==> config.mk <==
export PLATFORM = sky130hd
export DESIGN_NAME = zigzag_coverage_wall_follow_planner
export DESIGN_NICKNAME = d
export VERILOG_FILES = /design/src/zcwf_pkg.sv /design/src/zigzag_coverage_wall_follow_planner.sv /design/src/zcwf_hist.sv /design/src/zcwf_plan.sv
export SDC_FILE = /design/constraint.sdc
export NUM_CORES = 1
export LEC_CHECK = 0
export BUFFER_PORTS_ARGS = -buffer_cell sky130_fd_sc_hd__buf_2
export CORE_ASPECT_RATIO = 1.4
export CORE_UTILIZATION = 40
export DETAILED_ROUTE_END_ITERATION = 12
export GPL_ROUTABILITY_DRIVEN = 1
export PLACE_DENSITY = 0.66
export RECOVER_POWER = 25
export SLEW_MARGIN = 30
export SYNTH_ARGS = -nofsm -noshare
export SYNTH_HDL_FRONTEND = slang
export SYNTH_SLANG_ARGS = --single-unit
==> constraint.sdc <==
create_clock -name clk -period 16.1 [get_ports clk]
set_clock_uncertainty 0.2 [all_clocks]
set_input_delay 3.22 -clock clk [delete_from_list [all_inputs] [get_ports clk]]
set_output_delay 3.22 -clock clk [all_outputs]
set_load 0.02 [all_outputs]
==> src/zcwf_pkg.sv <==
// Shared types, codes and helper functions for the zigzag coverage planner.
package zcwf_pkg;

  localparam int HISTORY_DEPTH_DEF = 8;
  localparam int COORD_BITS_DEF    = 8;
  localparam int LIM_W             = 13;
  localparam int CLEAN_W           = 16;
  localparam logic [LIM_W-1:0] CNT_MAX  = '1;
  localparam logic [LIM_W-1:0] LIM_RST  = 13'd256;

  typedef enum logic [2:0] {
    DIR_UP    = 3'd0,
    DIR_DOWN  = 3'd1,
    DIR_LEFT  = 3'd2,
    DIR_RIGHT = 3'd3,
    DIR_NONE  = 3'd4
  } dir_t;

  typedef enum logic [1:0] {
    MODE_SWEEP = 2'd0,
    MODE_SHIFT = 2'd1,
    MODE_WALL  = 2'd2
  } mode_t;

  typedef enum logic [1:0] {
    ST_IDLE,
    ST_SCAN,
    ST_OUT
  } state_t;

  typedef enum logic {
    CFG_STAG_LIMIT = 1'b0,
    CFG_WALL_LIMIT = 1'b1
  } cfg_idx_t;

  typedef struct packed {
    logic wr;
    logic start;
  } hist_ctl_t;

  // Two-bit heading codes: up 0, down 1, left 2, right 3.
  function automatic logic [1:0] rot_cw(input logic [1:0] h);
    logic [1:0] r;
    case (h)
      2'd0:    r = 2'd3;
      2'd1:    r = 2'd2;
      2'd2:    r = 2'd0;
      default: r = 2'd1;
    endcase
    return r;
  endfunction

  function automatic logic [1:0] rot_ccw(input logic [1:0] h);
    logic [1:0] r;
    case (h)
      2'd0:    r = 2'd2;
      2'd1:    r = 2'd3;
      2'd2:    r = 2'd1;
      default: r = 2'd0;
    endcase
    return r;
  endfunction

  function automatic logic [1:0] flip_dir(input logic [1:0] h);
    return {h[1], ~h[0]};
  endfunction

  // Four-pass neighbor preference: fresh and unvisited, unvisited,
  // uncleaned, then anything free.
  function automatic dir_t fallback_dir(input logic [3:0] freem,
                                        input logic [3:0] cleanm,
                                        input logic [3:0] recent);
    dir_t res;
    logic found;
    logic ok;
    res   = DIR_NONE;
    found = 1'b0;
    ok    = 1'b0;
    for (int p = 0; p < 4; p++) begin
      for (int d = 0; d < 4; d++) begin
        case (p)
          0:       ok = !cleanm[d] && !recent[d];
          1:       ok = !recent[d];
          2:       ok = !cleanm[d];
          default: ok = 1'b1;
        endcase
        if (!found && freem[d] && ok) begin
          res   = dir_t'(3'(d));
          found = 1'b1;
        end
      end
    end
    return res;
  endfunction

endpackage

==> src/zigzag_coverage_wall_follow_planner.sv <==
// Top level of the zigzag coverage planner with wall following.
// A request is taken only while idle; the history scan then reads one
//   entry per cycle, and the decision is registered as the scan completes
//   and held until the result is taken; only then is a new request taken.
// Reset (rst_n low, synchronous): mode sweep, sweep right, shift down,
//   counters and history fill cleared, both limits back to 256.
module zigzag_coverage_wall_follow_planner import zcwf_pkg::*; #(
  parameter int HISTORY_DEPTH = HISTORY_DEPTH_DEF,
  parameter int COORD_BITS    = COORD_BITS_DEF
) (
  input  logic                  clk,
  input  logic                  rst_n,
  // Move request channel
  input  logic                  in_valid,
  output logic                  in_stall,
  input  logic [COORD_BITS-1:0] in_pos_x,
  input  logic [COORD_BITS-1:0] in_pos_y,
  input  logic [3:0]            in_free_mask,
  input  logic [3:0]            in_cleaned_mask,
  input  logic [3:0]            in_rejoin_left_mask,
  input  logic [3:0]            in_rejoin_right_mask,
  input  logic [CLEAN_W-1:0]    in_cleaned_count,
  // Move result channel
  output logic                  out_valid,
  input  logic                  out_stall,
  output logic [2:0]            out_move_dir,
  output logic [1:0]            out_mode_after,
  // Configuration write channel
  input  logic                  cfg_valid,
  output logic                  cfg_ready,
  input  logic                  cfg_index,
  input  logic [LIM_W-1:0]      cfg_data
);

  state_t                state_r, state_nxt;
  logic [LIM_W-1:0]      stag_limit_r, wall_limit_r;
  logic [COORD_BITS-1:0] pos_x_r, pos_y_r;
  logic [3:0]            free_r, clean_r, rejl_r, rejr_r;
  logic [CLEAN_W-1:0]    count_r;
  logic [2:0]            move_r;
  logic [1:0]            mode_out_r;
  logic                  accept, done;
  logic [3:0]            recent;
  hist_ctl_t             hctl;
  dir_t                  plan_move;
  mode_t                 plan_mode;

  assign accept    = in_valid && !in_stall;
  assign cfg_ready = 1'b1;

  // Sequencer: take a request, scan history, decide, present the result.
  always_comb begin
    state_nxt = state_r;
    in_stall  = 1'b1;
    out_valid = 1'b0;
    case (state_r)
      ST_IDLE: begin
        in_stall = 1'b0;
        if (in_valid) begin
          state_nxt = ST_SCAN;
        end
      end
      ST_SCAN: begin
        if (done) begin
          state_nxt = ST_OUT;
        end
      end
      ST_OUT: begin
        out_valid = 1'b1;
        if (!out_stall) begin
          state_nxt = ST_IDLE;
        end
      end
      default: begin
        state_nxt = ST_IDLE;
      end
    endcase
  end

  always_ff @(posedge clk) begin
    if (!rst_n) begin
      state_r <= ST_IDLE;
    end else begin
      state_r <= state_nxt;
    end
  end

  // Configuration registers; the user must write only while idle, unchecked.
  always_ff @(posedge clk) begin
    if (!rst_n) begin
      stag_limit_r <= LIM_RST;
      wall_limit_r <= LIM_RST;
    end else if (cfg_valid && cfg_ready) begin
      case (cfg_idx_t'(cfg_index))
        CFG_STAG_LIMIT: stag_limit_r <= cfg_data;
        CFG_WALL_LIMIT: wall_limit_r <= cfg_data;
        default: ;
      endcase
    end
  end

  // Hold the request for the whole transaction.
  always_ff @(posedge clk) begin
    if (accept) begin
      pos_x_r <= in_pos_x;
      pos_y_r <= in_pos_y;
      free_r  <= in_free_mask;
      clean_r <= in_cleaned_mask;
      rejl_r  <= in_rejoin_left_mask;
      rejr_r  <= in_rejoin_right_mask;
      count_r <= in_cleaned_count;
    end
  end

  // Record the visit at accept, then scan from the next cycle.
  assign hctl.wr    = accept;
  assign hctl.start = accept;

  zcwf_hist #(
    .HISTORY_DEPTH (HISTORY_DEPTH),
    .COORD_BITS    (COORD_BITS)
  ) u_hist (
    .clk    (clk),
    .rst_n  (rst_n),
    .ctl    (hctl),
    .wr_x   (in_pos_x),
    .wr_y   (in_pos_y),
    .cur_x  (pos_x_r),
    .cur_y  (pos_y_r),
    .recent (recent),
    .done   (done)
  );

  zcwf_plan #(
    .COORD_BITS (COORD_BITS)
  ) u_plan (
    .clk               (clk),
    .rst_n             (rst_n),
    .upd               (done),
    .stag_limit        (stag_limit_r),
    .wall_limit        (wall_limit_r),
    .pos_y             (pos_y_r),
    .free_mask         (free_r),
    .cleaned_mask      (clean_r),
    .rejoin_left_mask  (rejl_r),
    .rejoin_right_mask (rejr_r),
    .cleaned_count     (count_r),
    .recent            (recent),
    .move_dir          (plan_move),
    .mode_after        (plan_mode)
  );

  // Output register: load the decision as the scan completes.
  always_ff @(posedge clk) begin
    if (done) begin
      move_r     <= plan_move;
      mode_out_r <= plan_mode;
    end
  end

  assign out_move_dir   = move_r;
  assign out_mode_after = mode_out_r;

  a_accept_scan: assert property (@(posedge clk) disable iff (!rst_n)
    accept |=> state_r == ST_SCAN) else $error("accept did not start scan");
  a_done_in_scan: assert property (@(posedge clk) disable iff (!rst_n)
    done |-> state_r == ST_SCAN) else $error("scan done outside scan state");
  a_result_after_done: assert property (@(posedge clk) disable iff (!rst_n)
    $rose(out_valid) |-> $past(done)) else $error("result without decision");

endmodule

==> src/zcwf_hist.sv <==
// Recent-cell history memory with an iterative neighbor compare unit.
module zcwf_hist import zcwf_pkg::*; #(
  parameter int HISTORY_DEPTH = HISTORY_DEPTH_DEF,
  parameter int COORD_BITS    = COORD_BITS_DEF
) (
  input  logic                  clk,
  input  logic                  rst_n,
  input  hist_ctl_t             ctl,
  input  logic [COORD_BITS-1:0] wr_x,
  input  logic [COORD_BITS-1:0] wr_y,
  input  logic [COORD_BITS-1:0] cur_x,
  input  logic [COORD_BITS-1:0] cur_y,
  output logic [3:0]            recent,
  output logic                  done
);

  localparam int IDX_W = (HISTORY_DEPTH > 1) ? $clog2(HISTORY_DEPTH) : 1;
  localparam int CNT_W = $clog2(HISTORY_DEPTH + 1);
  localparam logic [IDX_W-1:0] IDX_LAST = IDX_W'(HISTORY_DEPTH - 1);
  localparam logic [CNT_W-1:0] FILL_MAX = CNT_W'(HISTORY_DEPTH);

  logic [COORD_BITS-1:0] mem_x [HISTORY_DEPTH];
  logic [COORD_BITS-1:0] mem_y [HISTORY_DEPTH];

  logic [IDX_W-1:0]      wptr_r, idx_r;
  logic [CNT_W-1:0]      fill_r;
  logic                  busy_r, rdv_r, last_r, done_r;
  logic [COORD_BITS-1:0] rd_x_r, rd_y_r;
  logic [3:0]            recent_r, match;
  logic [COORD_BITS-1:0] nx [4];
  logic [COORD_BITS-1:0] ny [4];

  // Write the new cell; read one entry per cycle while scanning.
  always_ff @(posedge clk) begin
    if (ctl.wr) begin
      mem_x[wptr_r] <= wr_x;
      mem_y[wptr_r] <= wr_y;
    end
    if (busy_r) begin
      rd_x_r <= mem_x[idx_r];
      rd_y_r <= mem_y[idx_r];
    end
  end

  always_comb begin
    nx[0] = cur_x;                       ny[0] = cur_y - 1'b1;
    nx[1] = cur_x;                       ny[1] = cur_y + 1'b1;
    nx[2] = cur_x - 1'b1;                ny[2] = cur_y;
    nx[3] = cur_x + 1'b1;                ny[3] = cur_y;
    for (int d = 0; d < 4; d++) begin
      match[d] = (rd_x_r == nx[d]) && (rd_y_r == ny[d]);
    end
  end

  always_ff @(posedge clk) begin
    if (!rst_n) begin
      wptr_r   <= '0;
      fill_r   <= '0;
      busy_r   <= 1'b0;
      idx_r    <= '0;
      rdv_r    <= 1'b0;
      last_r   <= 1'b0;
      done_r   <= 1'b0;
      recent_r <= '0;
    end else begin
      if (ctl.wr) begin
        wptr_r <= (wptr_r == IDX_LAST) ? '0 : IDX_W'(wptr_r + 1'b1);
        if (fill_r != FILL_MAX) begin
          fill_r <= CNT_W'(fill_r + 1'b1);
        end
      end
      if (ctl.start) begin
        busy_r   <= 1'b1;
        idx_r    <= '0;
        recent_r <= '0;
      end else begin
        if (busy_r) begin
          idx_r <= IDX_W'(idx_r + 1'b1);
          if (idx_r == IDX_LAST) begin
            busy_r <= 1'b0;
          end
        end
        if (rdv_r) begin
          recent_r <= recent_r | match;
        end
      end
      rdv_r  <= busy_r && (CNT_W'(idx_r) < fill_r);
      last_r <= busy_r && (idx_r == IDX_LAST);
      done_r <= last_r;
    end
  end

  assign recent = recent_r;
  assign done   = done_r;

  a_fill_bound: assert property (@(posedge clk) disable iff (!rst_n)
    fill_r <= FILL_MAX) else $error("history fill beyond depth");
  a_done_after_last: assert property (@(posedge clk) disable iff (!rst_n)
    last_r |=> done_r) else $error("scan end not flagged");
  a_no_restart_busy: assert property (@(posedge clk) disable iff (!rst_n)
    busy_r |-> !ctl.wr) else $error("history written during scan");

endmodule

==> src/zcwf_plan.sv <==
// Planner state and the sweep, shift and wall-follow decision.
module zcwf_plan import zcwf_pkg::*; #(
  parameter int COORD_BITS = COORD_BITS_DEF
) (
  input  logic                  clk,
  input  logic                  rst_n,
  input  logic                  upd,
  input  logic [LIM_W-1:0]      stag_limit,
  input  logic [LIM_W-1:0]      wall_limit,
  input  logic [COORD_BITS-1:0] pos_y,
  input  logic [3:0]            free_mask,
  input  logic [3:0]            cleaned_mask,
  input  logic [3:0]            rejoin_left_mask,
  input  logic [3:0]            rejoin_right_mask,
  input  logic [CLEAN_W-1:0]    cleaned_count,
  input  logic [3:0]            recent,
  output dir_t                  move_dir,
  output mode_t                 mode_after
);

  mode_t                 mode_r, mode_nxt;
  logic                  sweep_dir_r, sweep_dir_nxt, shift_dir_r, shift_dir_nxt;
  logic [1:0]            heading_r, heading_nxt;
  logic [COORD_BITS-1:0] row_r, row_nxt;
  logic                  resume_r, resume_nxt;
  logic [LIM_W-1:0]      follow_r, follow_nxt, idle_r, idle_nxt;
  logic [CLEAN_W-1:0]    last_cleaned_r;
  logic                  last_valid_r;

  logic                  progress, stall, sweep_ok, shift1_ok, shift2_ok, shift_phase;
  logic [1:0]            h_eff, wmove;
  logic                  resume_eff, wfound;
  logic [COORD_BITS-1:0] row_eff, ny;
  logic [LIM_W-1:0]      cnt_base;
  logic [LIM_W:0]        n;
  logic [1:0]            cand [4];
  logic [3:0]            rej;
  dir_t                  move;

  always_comb begin
    progress = !last_valid_r || (cleaned_count > last_cleaned_r);
    if (progress) begin
      idle_nxt = '0;
    end else if (idle_r != CNT_MAX) begin
      idle_nxt = LIM_W'(idle_r + 1'b1);
    end else begin
      idle_nxt = idle_r;
    end
    stall = idle_nxt >= stag_limit;

    sweep_ok    = !stall && free_mask[{1'b1, sweep_dir_r}];
    shift1_ok   = !stall && free_mask[{1'b0, shift_dir_r}];
    shift2_ok   = !stall && free_mask[{1'b0, ~shift_dir_r}];
    shift_phase = ((mode_r == MODE_SWEEP) && !sweep_ok) || (mode_r == MODE_SHIFT);

    // Entering wall follow from the shift phase seeds its context.
    h_eff      = shift_phase ? {1'b1, sweep_dir_r} : heading_r;
    row_eff    = shift_phase ? pos_y : row_r;
    resume_eff = shift_phase ? sweep_dir_r : resume_r;
    cnt_base   = shift_phase ? '0 : follow_r;
    n          = {1'b0, cnt_base} + 1'b1;

    // Right-hand rule: right turn, straight, left turn, back.
    cand[0] = rot_cw(h_eff);
    cand[1] = h_eff;
    cand[2] = rot_ccw(h_eff);
    cand[3] = flip_dir(h_eff);
    wmove   = cand[3];
    wfound  = 1'b0;
    for (int i = 3; i >= 0; i--) begin
      if (free_mask[cand[i]]) begin
        wmove  = cand[i];
        wfound = 1'b1;
      end
    end
    case (wmove)
      2'd0:    ny = pos_y - 1'b1;
      2'd1:    ny = pos_y + 1'b1;
      default: ny = pos_y;
    endcase
    rej = resume_eff ? rejoin_right_mask : rejoin_left_mask;

    mode_nxt      = mode_r;
    sweep_dir_nxt = sweep_dir_r;
    shift_dir_nxt = shift_dir_r;
    heading_nxt   = heading_r;
    row_nxt       = row_r;
    resume_nxt    = resume_r;
    follow_nxt    = follow_r;
    move          = DIR_NONE;

    if ((mode_r == MODE_SWEEP) && sweep_ok) begin
      move = dir_t'({1'b0, 1'b1, sweep_dir_r});
    end else if (shift_phase && shift1_ok) begin
      sweep_dir_nxt = ~sweep_dir_r;
      mode_nxt      = MODE_SWEEP;
      move          = dir_t'({2'b00, shift_dir_r});
    end else if (shift_phase && shift2_ok) begin
      shift_dir_nxt = ~shift_dir_r;
      sweep_dir_nxt = ~sweep_dir_r;
      mode_nxt      = MODE_SWEEP;
      move          = dir_t'({2'b00, ~shift_dir_r});
    end else begin
      row_nxt     = row_eff;
      resume_nxt  = resume_eff;
      heading_nxt = h_eff;
      follow_nxt  = (n > {1'b0, CNT_MAX}) ? CNT_MAX : n[LIM_W-1:0];
      mode_nxt    = MODE_WALL;
      if ((n > {1'b0, wall_limit}) || !wfound) begin
        mode_nxt = MODE_SWEEP;
        move     = fallback_dir(free_mask, cleaned_mask, recent);
      end else begin
        move        = dir_t'({1'b0, wmove});
        heading_nxt = wmove;
        if ((ny == row_eff) && rej[wmove]) begin
          mode_nxt      = MODE_SWEEP;
          sweep_dir_nxt = resume_eff;
        end
      end
    end
  end

  always_ff @(posedge clk) begin
    if (!rst_n) begin
      mode_r         <= MODE_SWEEP;
      sweep_dir_r    <= 1'b1;
      shift_dir_r    <= 1'b1;
      follow_r       <= '0;
      idle_r         <= '0;
      last_cleaned_r <= '0;
      last_valid_r   <= 1'b0;
    end else if (upd) begin
      mode_r         <= mode_nxt;
      sweep_dir_r    <= sweep_dir_nxt;
      shift_dir_r    <= shift_dir_nxt;
      follow_r       <= follow_nxt;
      idle_r         <= idle_nxt;
      last_cleaned_r <= cleaned_count;
      last_valid_r   <= 1'b1;
    end
  end

  // Written on entry to wall follow before any read.
  always_ff @(posedge clk) begin
    if (upd) begin
      heading_r <= heading_nxt;
      row_r     <= row_nxt;
      resume_r  <= resume_nxt;
    end
  end

  assign move_dir   = move;
  assign mode_after = mode_nxt;

endmodule

-- Yosys cells after proc, flatten, opt, wreduce, memory -nomap -nowiden
Memories as Yosys holds them, arrays and structs flattened. A register that Yosys moved wholly into a read port is not among the register bits.
Cells that the tools add are included.
Widths: inputs -> output; s select.
- bitwise gates (word level): 10
- muxes and demuxes: 203
- reductions and logical operators: 94
- add/subtract/negate cells: 9
- magnitude comparators: 13
- equal/unequal tests: 21
- operators with widths (operator ; count):
    $mux 1 ; 155
    $mux 2 ; 31
    $eq 8x8->1 ; 7
    $mux 13 ; 4
    $logic_and 1x1->1 ; 50
    $logic_not 1->1 ; 27
    $reduce_or 19->1 ; 1
    $lt 2x3->1 const B ; 6
    $pmux 2 s3 ; 3
    $add 8x1->8 const B ; 2
    $gt 16x16->1 ; 1
    $pmux 8 s2 ; 1
    $sub 8x1->8 const B ; 2
    $add 13x1->14 const B ; 1
    $gt 14x13->1 ; 1
    $gt 14x13->1 const B ; 1
    $add 13x1->13 const B ; 1
    $ge 13x13->1 ; 1
    $ne 13x13->1 const B ; 1
    $reduce_and 4->1 ; 3
    $bmux 1 s2 ; 5
    $not 1->1 ; 9
    $eq 2x1->1 const B ; 4
    $logic_not 2->1 ; 4
    19 further kinds ; 29
- input bits: 67
- RAM bits: 128
- memories: 2
- register bits after elaboration: 157
- memory list (memory ; depth ; bits a word ; rd ports ; clocked after Yosys merged registers in ; write ports ; line ; source):
    u_hist.mem_x ; 8 ; 8 ; 1 ; 1 ; 1 ; zcwf_hist.sv:22 ; logic [COORD_BITS-1:0] mem_x [HISTORY_DEPTH];
    u_hist.mem_y ; 8 ; 8 ; 1 ; 1 ; 1 ; zcwf_hist.sv:23 ; logic [COORD_BITS-1:0] mem_y [HISTORY_DEPTH];

-- Longest topological paths before layout
- word-level depth: 149
- depth in mapped cells: 39
- mapped depth without buffers: 36

-- By module
From an unflattened synthesis, not the netlist that was laid out.
- cells, all modules: 1285
- area, all modules: 15200.8 um2
- modules (own cells, without submodules) (module ; area each (um2) ; cells each ; times used):
    zcwf_hist ; 7129.3 ; 440 ; 1
    zcwf_plan ; 5335.1 ; 675 ; 1
    zigzag_coverage_wall_follow_planner ; 2736.4 ; 170 ; 1

-- Worst setup path after synthesis
OpenSTA, ideal clock, no wires.
- path type: flip-flop to flip-flop
- from: reg count_r[2]
- to: reg u_plan.sweep_dir_r
- stages on the path, launching flop included: 39
- path buffers: 5
- arrival time: 7.226 ns
- path slack: 8.561 ns
- cell sequence: edfxtp_1 ha_1 a21o_1 a21o_1 a211o_1 a21o_1 a21o_1 a21oi_1 o221a_2 o21ai_1 clkbuf_1 buf_1 nor2_1 ha_1 a21oi_1 o221ai_2 a211oi_4 a31oi_2 [... 3 more ...] nor2b_1 ha_1 nand3_1 nor2_1 nand2_1 xor2_1 nor2_1 ha_1 a21o_1 a21oi_1 o21ai_0 a21o_1 a21o_1 a21oi_1 o21ai_1 or4_1 o21ai_1 nor2_1
- cells in the longest elaborated chain, start to end: 23
- elaborated cells on any way between the ends: 59
- those cells by class: add/sub: 1; order compare: 3; eq/ne: 5; mux: 30; bitwise: 2; reduce/logical: 18
- ends and longest elaborated chain (element ; line ; source):
    start: declaration ; zigzag_coverage_wall_follow_planner.sv:39 ; logic [CLEAN_W-1:0] count_r;
    start signal: assignment ; zigzag_coverage_wall_follow_planner.sv:111 ; count_r <= in_cleaned_count;
    $gt 16x16->1 (*) ; zcwf_plan.sv:41 ; progress = !last_valid_r || (cleaned_count > last_cleaned_r);
    $logic_or 1x1->1 (*) ; zcwf_plan.sv:41 ;
    $mux 13 (*) ; zcwf_plan.sv:42 ; if (progress) begin
    named net u_plan.idle_nxt[4] ; zcwf_plan.sv:26 ; logic [LIM_W-1:0] follow_r, follow_nxt, idle_r, idle_nxt;
    $ge 13x13->1 (*) ; zcwf_plan.sv:49 ; stall = idle_nxt >= stag_limit;
    $logic_not 1->1 (*) ; zcwf_plan.sv:51, zcwf_plan.sv:52, zcwf_plan.sv:53 ;
    $logic_and 1x1->1 ; zcwf_plan.sv:51 ; sweep_ok = !stall && free_mask[{1'b1, sweep_dir_r}];
    $logic_not 1->1 ; zcwf_plan.sv:54 ; shift_phase = ((mode_r == MODE_SWEEP) && !sweep_ok) || (mode_r == MODE_SHIFT);
    [... 6 more ...] ; - ;
    $mux 1 (not written as such) ; zcwf_plan.sv:71 ; if (free_mask[cand[i]]) begin
    $mux 2 (3 in a row) ; zcwf_plan.sv:71 ;
    $eq 2x1->1 / $logic_not 2->1 (equally long branches) ; zcwf_plan.sv:76 ; case (wmove)
    $pmux 8 s2 ; zcwf_plan.sv:76 ;
    $eq 8x8->1 ; zcwf_plan.sv:115 ; if ((ny == row_eff) && rej[wmove]) begin
    $logic_and 1x1->1 ; zcwf_plan.sv:115 ;
    $reduce_bool 3->1 (no source line) ; - ;
    $reduce_and 4->1 (no source line) ; - ;
    end signal: assignment ; zcwf_plan.sv:134 ; sweep_dir_r <= sweep_dir_nxt;
    end: declaration ; zcwf_plan.sv:22 ; logic sweep_dir_r, sweep_dir_nxt, shift_dir_r, shift_dir_nxt;
Mark *: on every way through the listed nets, which the timed path passes. The rest lies on a longest branch. The select of a mux whose other input is x is not followed.
A chain may end at the register's enable or synchronous reset.

-- Final worst setup path
Same ends and word-level chain as after synthesis.

==> metrics.md <==
| Metric | Value |
|---|---|
| Clock Power Share | `0.415` |
| Worst IR Drop VDD | `0.0897 mV` |
| Post-route cell area | `16,400 um2` |
| CP Max Fanout | `24` |
| DRT antenna net count | `0` |
| CTS sink cnt | `301` |
| Clk slew on worst S/H paths | `0.06 ns` |
| Final period utilization | `0.480` |
| Critical Path RT | `16.35 ns` |
| CP endpoint kind | `flop` |
| Pins over their slew limit | `68` |
| Ys flop type | `edfxtp_1` |
| Top-level I/O count | `75` |
| Slew @ Worst Pin | `3.06 ns` |
| Seq pwr share | `0.503` |
| R2R cell count | `36` |
| Clk root buf | `clkbuf_16` |
| Synthesis warning total | `0` |
| Grt met2 use | `0.299` |
| Fmax | `129 MHz` |
| Cts repair resizes | `0` |
| CTS tree | `yes` |
| Switching part of the total | `0.231` |
| Initial antenna violation count | `0` |
| Max-cap viol count | `2` |
| Hold Path Cell Cnt | `1` |
| DP Area | `15,400 um2` |
| Detailed Route WL | `31,600 um` |
| Die Ht | `228 um` |
| Clock latency on the worst-skew pair | `0.57 ns` |
| DP HPWL | `21,200 um` |
| Async set-or-reset flop fraction in the synthesized netlist | `0` |
| Post-synthesis mux area share | `0.0989` |
| Register area share after synthesis | `0.556` |
| Most frequent cell on the critical path | `a21o_1` |
| Mapped Nets | `1,380` |
| Delay of the slowest critical-path stage | `0.55 ns` |
| Total power | `1.73 mW` |
| Antenna cells | `0` |
| Num CTS Buffers | `30` |
| DRC viols | `0` |
| Register bit total from synthesis | `301` |
| Starting Density | `0.407` |
| Gr usage total | `0.171` |
| Pre-antenna DRT Iters | `5` |
| CP max stage cell | `or4_1` |
| Synth Area in Simple Gates | `0.127` |
| Min cycle time layout | `7.73 ns` |
| Die area | `37,200 um2` |
| Relative slew slack | `-1.04` |
| Main combinational cell family by area after synthesis | `simple AND/OR/NAND/NOR gates` |
| Number of buffers added on ports | `73` |
| Avg WL per Cell | `17.5 um` |
| Post-CTS Setup Bufs | `0` |
| Critical path class | `flop to flop` |
| Status | `complete, but fails checks` |
| Setup violators final | `0` |
| Startpoint types | `flop` |
| Pleak | `5.74 nW` |
| Multi-input gate area | `5970 um2` |
| Hold Fails Final Rpt | `0` |
| GR Util met3 | `0.0249` |
| Hold buffers post-CTS | `0` |
| Min-delay worst type | `flop to flop` |
| Arr. time, crit path | `7.99 ns` |
| Layout cell share with drive strength beyond 1 | `0.153` |
| Compound-Gate Fraction of Synth Area | `0.0866` |
| Htree depth | `1` |
| Clock Path Buffers | `3` |
| Switch Pwr | `0.399 mW` |
| Vias per cell | `5.37` |
| Avg Cell Area, Syn | `11.6 um2` |
| Mapped Cells | `1,256` |
| Largest net degree at the start of global routing | `73` |
| Vias | `9,676` |
| Post-synthesis xor/xnor area fraction | `0.0457` |
| GR Util met1 | `0.211` |
| Sequential cell area | `8110 um2` |
| Vias in the first global route | `9,711` |
| CORE AREA | `35,800 um2` |
| Rows | `82` |
| Pint | `1.33 mW` |
| NumNets Final | `1,439` |
| Combinational Power Share | `0.082` |
| Area grow syn2layout | `12.5%` |
| Failing checks | `max-capacitance violations, max-slew violations` |
| Die Wd | `163 um` |
| Synth Area in Adders | `0.0489` |
| Post-synth EDFFs | `208` |
| Fillers | `3,254` |
| Mapped cell area | `14,600 um2` |
| Netlist cell types | `80` |
| RSZ-0062 raised after global routing | `false` |
| Final WS setup | `8.37 ns` |
| Setup TNS | `0 ns` |
| Gpl congestion | `0.864` |
| DR iter-0 viols | `636` |
| Total gr overflow | `0` |
| Placement Setup Slack | `8.43 ns` |
| Power density over the cells | `105 nW/um2` |
| First-pass GRT wire length | `50,500 um` |
| GR peak layer | `met2` |
==> final cells by class <==
type,count,share of cell area
Sequential cell,301,0.495
Multi-Input combinational cell,820,0.364
Tap cell,462,0.0353
Clock buffer,38,0.0489
Clock inverter,18,0.0124
Timing Repair Buffer,89,0.0278
Inverter,73,0.0167
==> sequential cells by signal, summed over array words and instances (netlist names), 3 cells and up <==
| signal | cells |
|---|---|
| pos_x_r | 8 |
| pos_y_r | 8 |
| u_hist.wptr_r | 3 |
| out_move_dir | 3 |
| free_r | 4 |
| u_plan.row_r | 8 |
| u_plan.follow_r | 13 |
| rejl_r | 4 |
| u_hist.mem_y | 64 |
| u_plan.last_cleaned_r | 16 |
| u_hist.rd_x_r | 8 |
| wall_limit_r | 13 |
| u_plan.idle_r | 13 |
| count_r | 16 |
| u_hist.mem_x | 64 |
| clean_r | 4 |
| u_hist.rd_y_r | 8 |
| u_hist.fill_r | 4 |
| u_hist.idx_r | 3 |
| u_hist.recent | 4 |
| stag_limit_r | 13 |
| rejr_r | 4 |
==> cell families (layout without fill, tap and decap cells) <==
| kind of cell | count (synthesis) | in the layout |
|---|---|---|
| other | 2 | 2 |
| buffers and inverters | 135 | 218 |
| adder cells (fa/ha/maj) | 57 | 57 |
| multiplexers | 98 | 98 |
| AO/OA/AOI/OAI | 191 | 191 |
| XOR/XNOR | 76 | 76 |
| AND/OR/NAND/NOR | 396 | 396 |
| flip-flops | 301 | 301 |
==> metal layers <==
metal | vias up | part of all wire
li1 | 4685 | -
met1 | 4690 | 0.42
met2 | 231 | 0.50
met3 | 70 | 0.048
met4 | 0 | 0.031
met5 | - | 0
==> worst max-delay path: cells and delay by family, from the launching register on <==
kind / cells / cell delay (ns)
AOI/OAI and AO/OA: 18 / 3.30
and+or+nand+nor: 11 / 2.20
DFF: 1 / 0.39
xor gates and xnor gates: 1 / 0.14
buffers and inverters: 2 / 0.33
adders and majority gates: 4 / 1.08
==> power by group through the flow <==
stage          Combinational (mW)  Sequential (mW)  Clock [mW]
6_report                    0.141            0.868       0.717
5_1_grt                     0.157            0.870       0.762
4_1_cts                     0.142            0.868       0.735
3_5_place_dp                0.142            0.884           0
3_3_place_gp                0.138            0.884           0
2_1_floorplan               0.105            0.875           0
==> Yosys cell counts, types with 4 or more instances <==
master	n	area (um2)
a211oi_1	15	113
nand4_1	19	119
buf_1	12	45.0
mux2_2	26	293
dfxtp_1	93	1860
nand2_1	107	402
a22oi_1	4	30.0
nor3_1	34	170
o22ai_1	4	25.0
clkbuf_1	45	169
nand3_1	27	135
xor2_1	33	289
a21oi_1	77	385
nor2b_1	6	37.5
mux4_2	33	743
nor2_1	135	507
a31oi_1	9	56.3
o21ai_0	20	100
xnor2_1	43	377
and3_1	13	81.3
or2_2	7	43.8
ha_1	57	713
nand2b_1	14	87.6
inv_1	70	263
mux2i_1	36	360
a21o_1	18	135
o21ai_1	4	20.0
nor4_1	5	31.3
and2_1	7	43.8
edfxtp_1	208	6250
nor3b_1	4	30.0
==> metrics by stage <==
stage	utilization	instances	hold WS, ns
after floorplan	-	1256	0.212
after global placement	0.431	1745	0.231
after detailed placement	0.431	1745	0.231
after CTS	0.459	1801	0.246
after global routing	0.458	1801	0.279
final	0.458	1801	0.244
==> placed cells by master, fill, tap and decap left out, types with 20 or more instances in the layout <==
master and n:
edfxtp_1 208, clkbuf_16 31, mux2_2 25, mux2i_1 36
a21oi_1 77, nor2_1 135, xnor2_1 43, ha_1 57
nand3_1 27, inv_1 68, nand2_1 107, nor3_1 30
dfxtp_1 92, o21ai_0 20, xor2_1 33, mux4_2 33
buf_2 55, clkbuf_1 27
==> worst paths after layout <==
| check | from | endpoint | slack [ns] |
|---|---|---|---|
| hold reg to reg | u_hist.last_r$_SDFF_PN0_ | u_hist.done$_SDFF_PN0_ | 0.24 |
| setup reg to reg | count_r[2]$_DFFE_PP_ | u_plan.sweep_dir_r$_SDFFE_PN1P_ | 8.37 |
| hold / removal | u_hist.last_r$_SDFF_PN0_ | u_hist.done$_SDFF_PN0_ | 0.24 |
| setup / recovery | count_r[2]$_DFFE_PP_ | u_plan.sweep_dir_r$_SDFFE_PN1P_ | 8.37 |
Power figures use the tool's default switching activity.
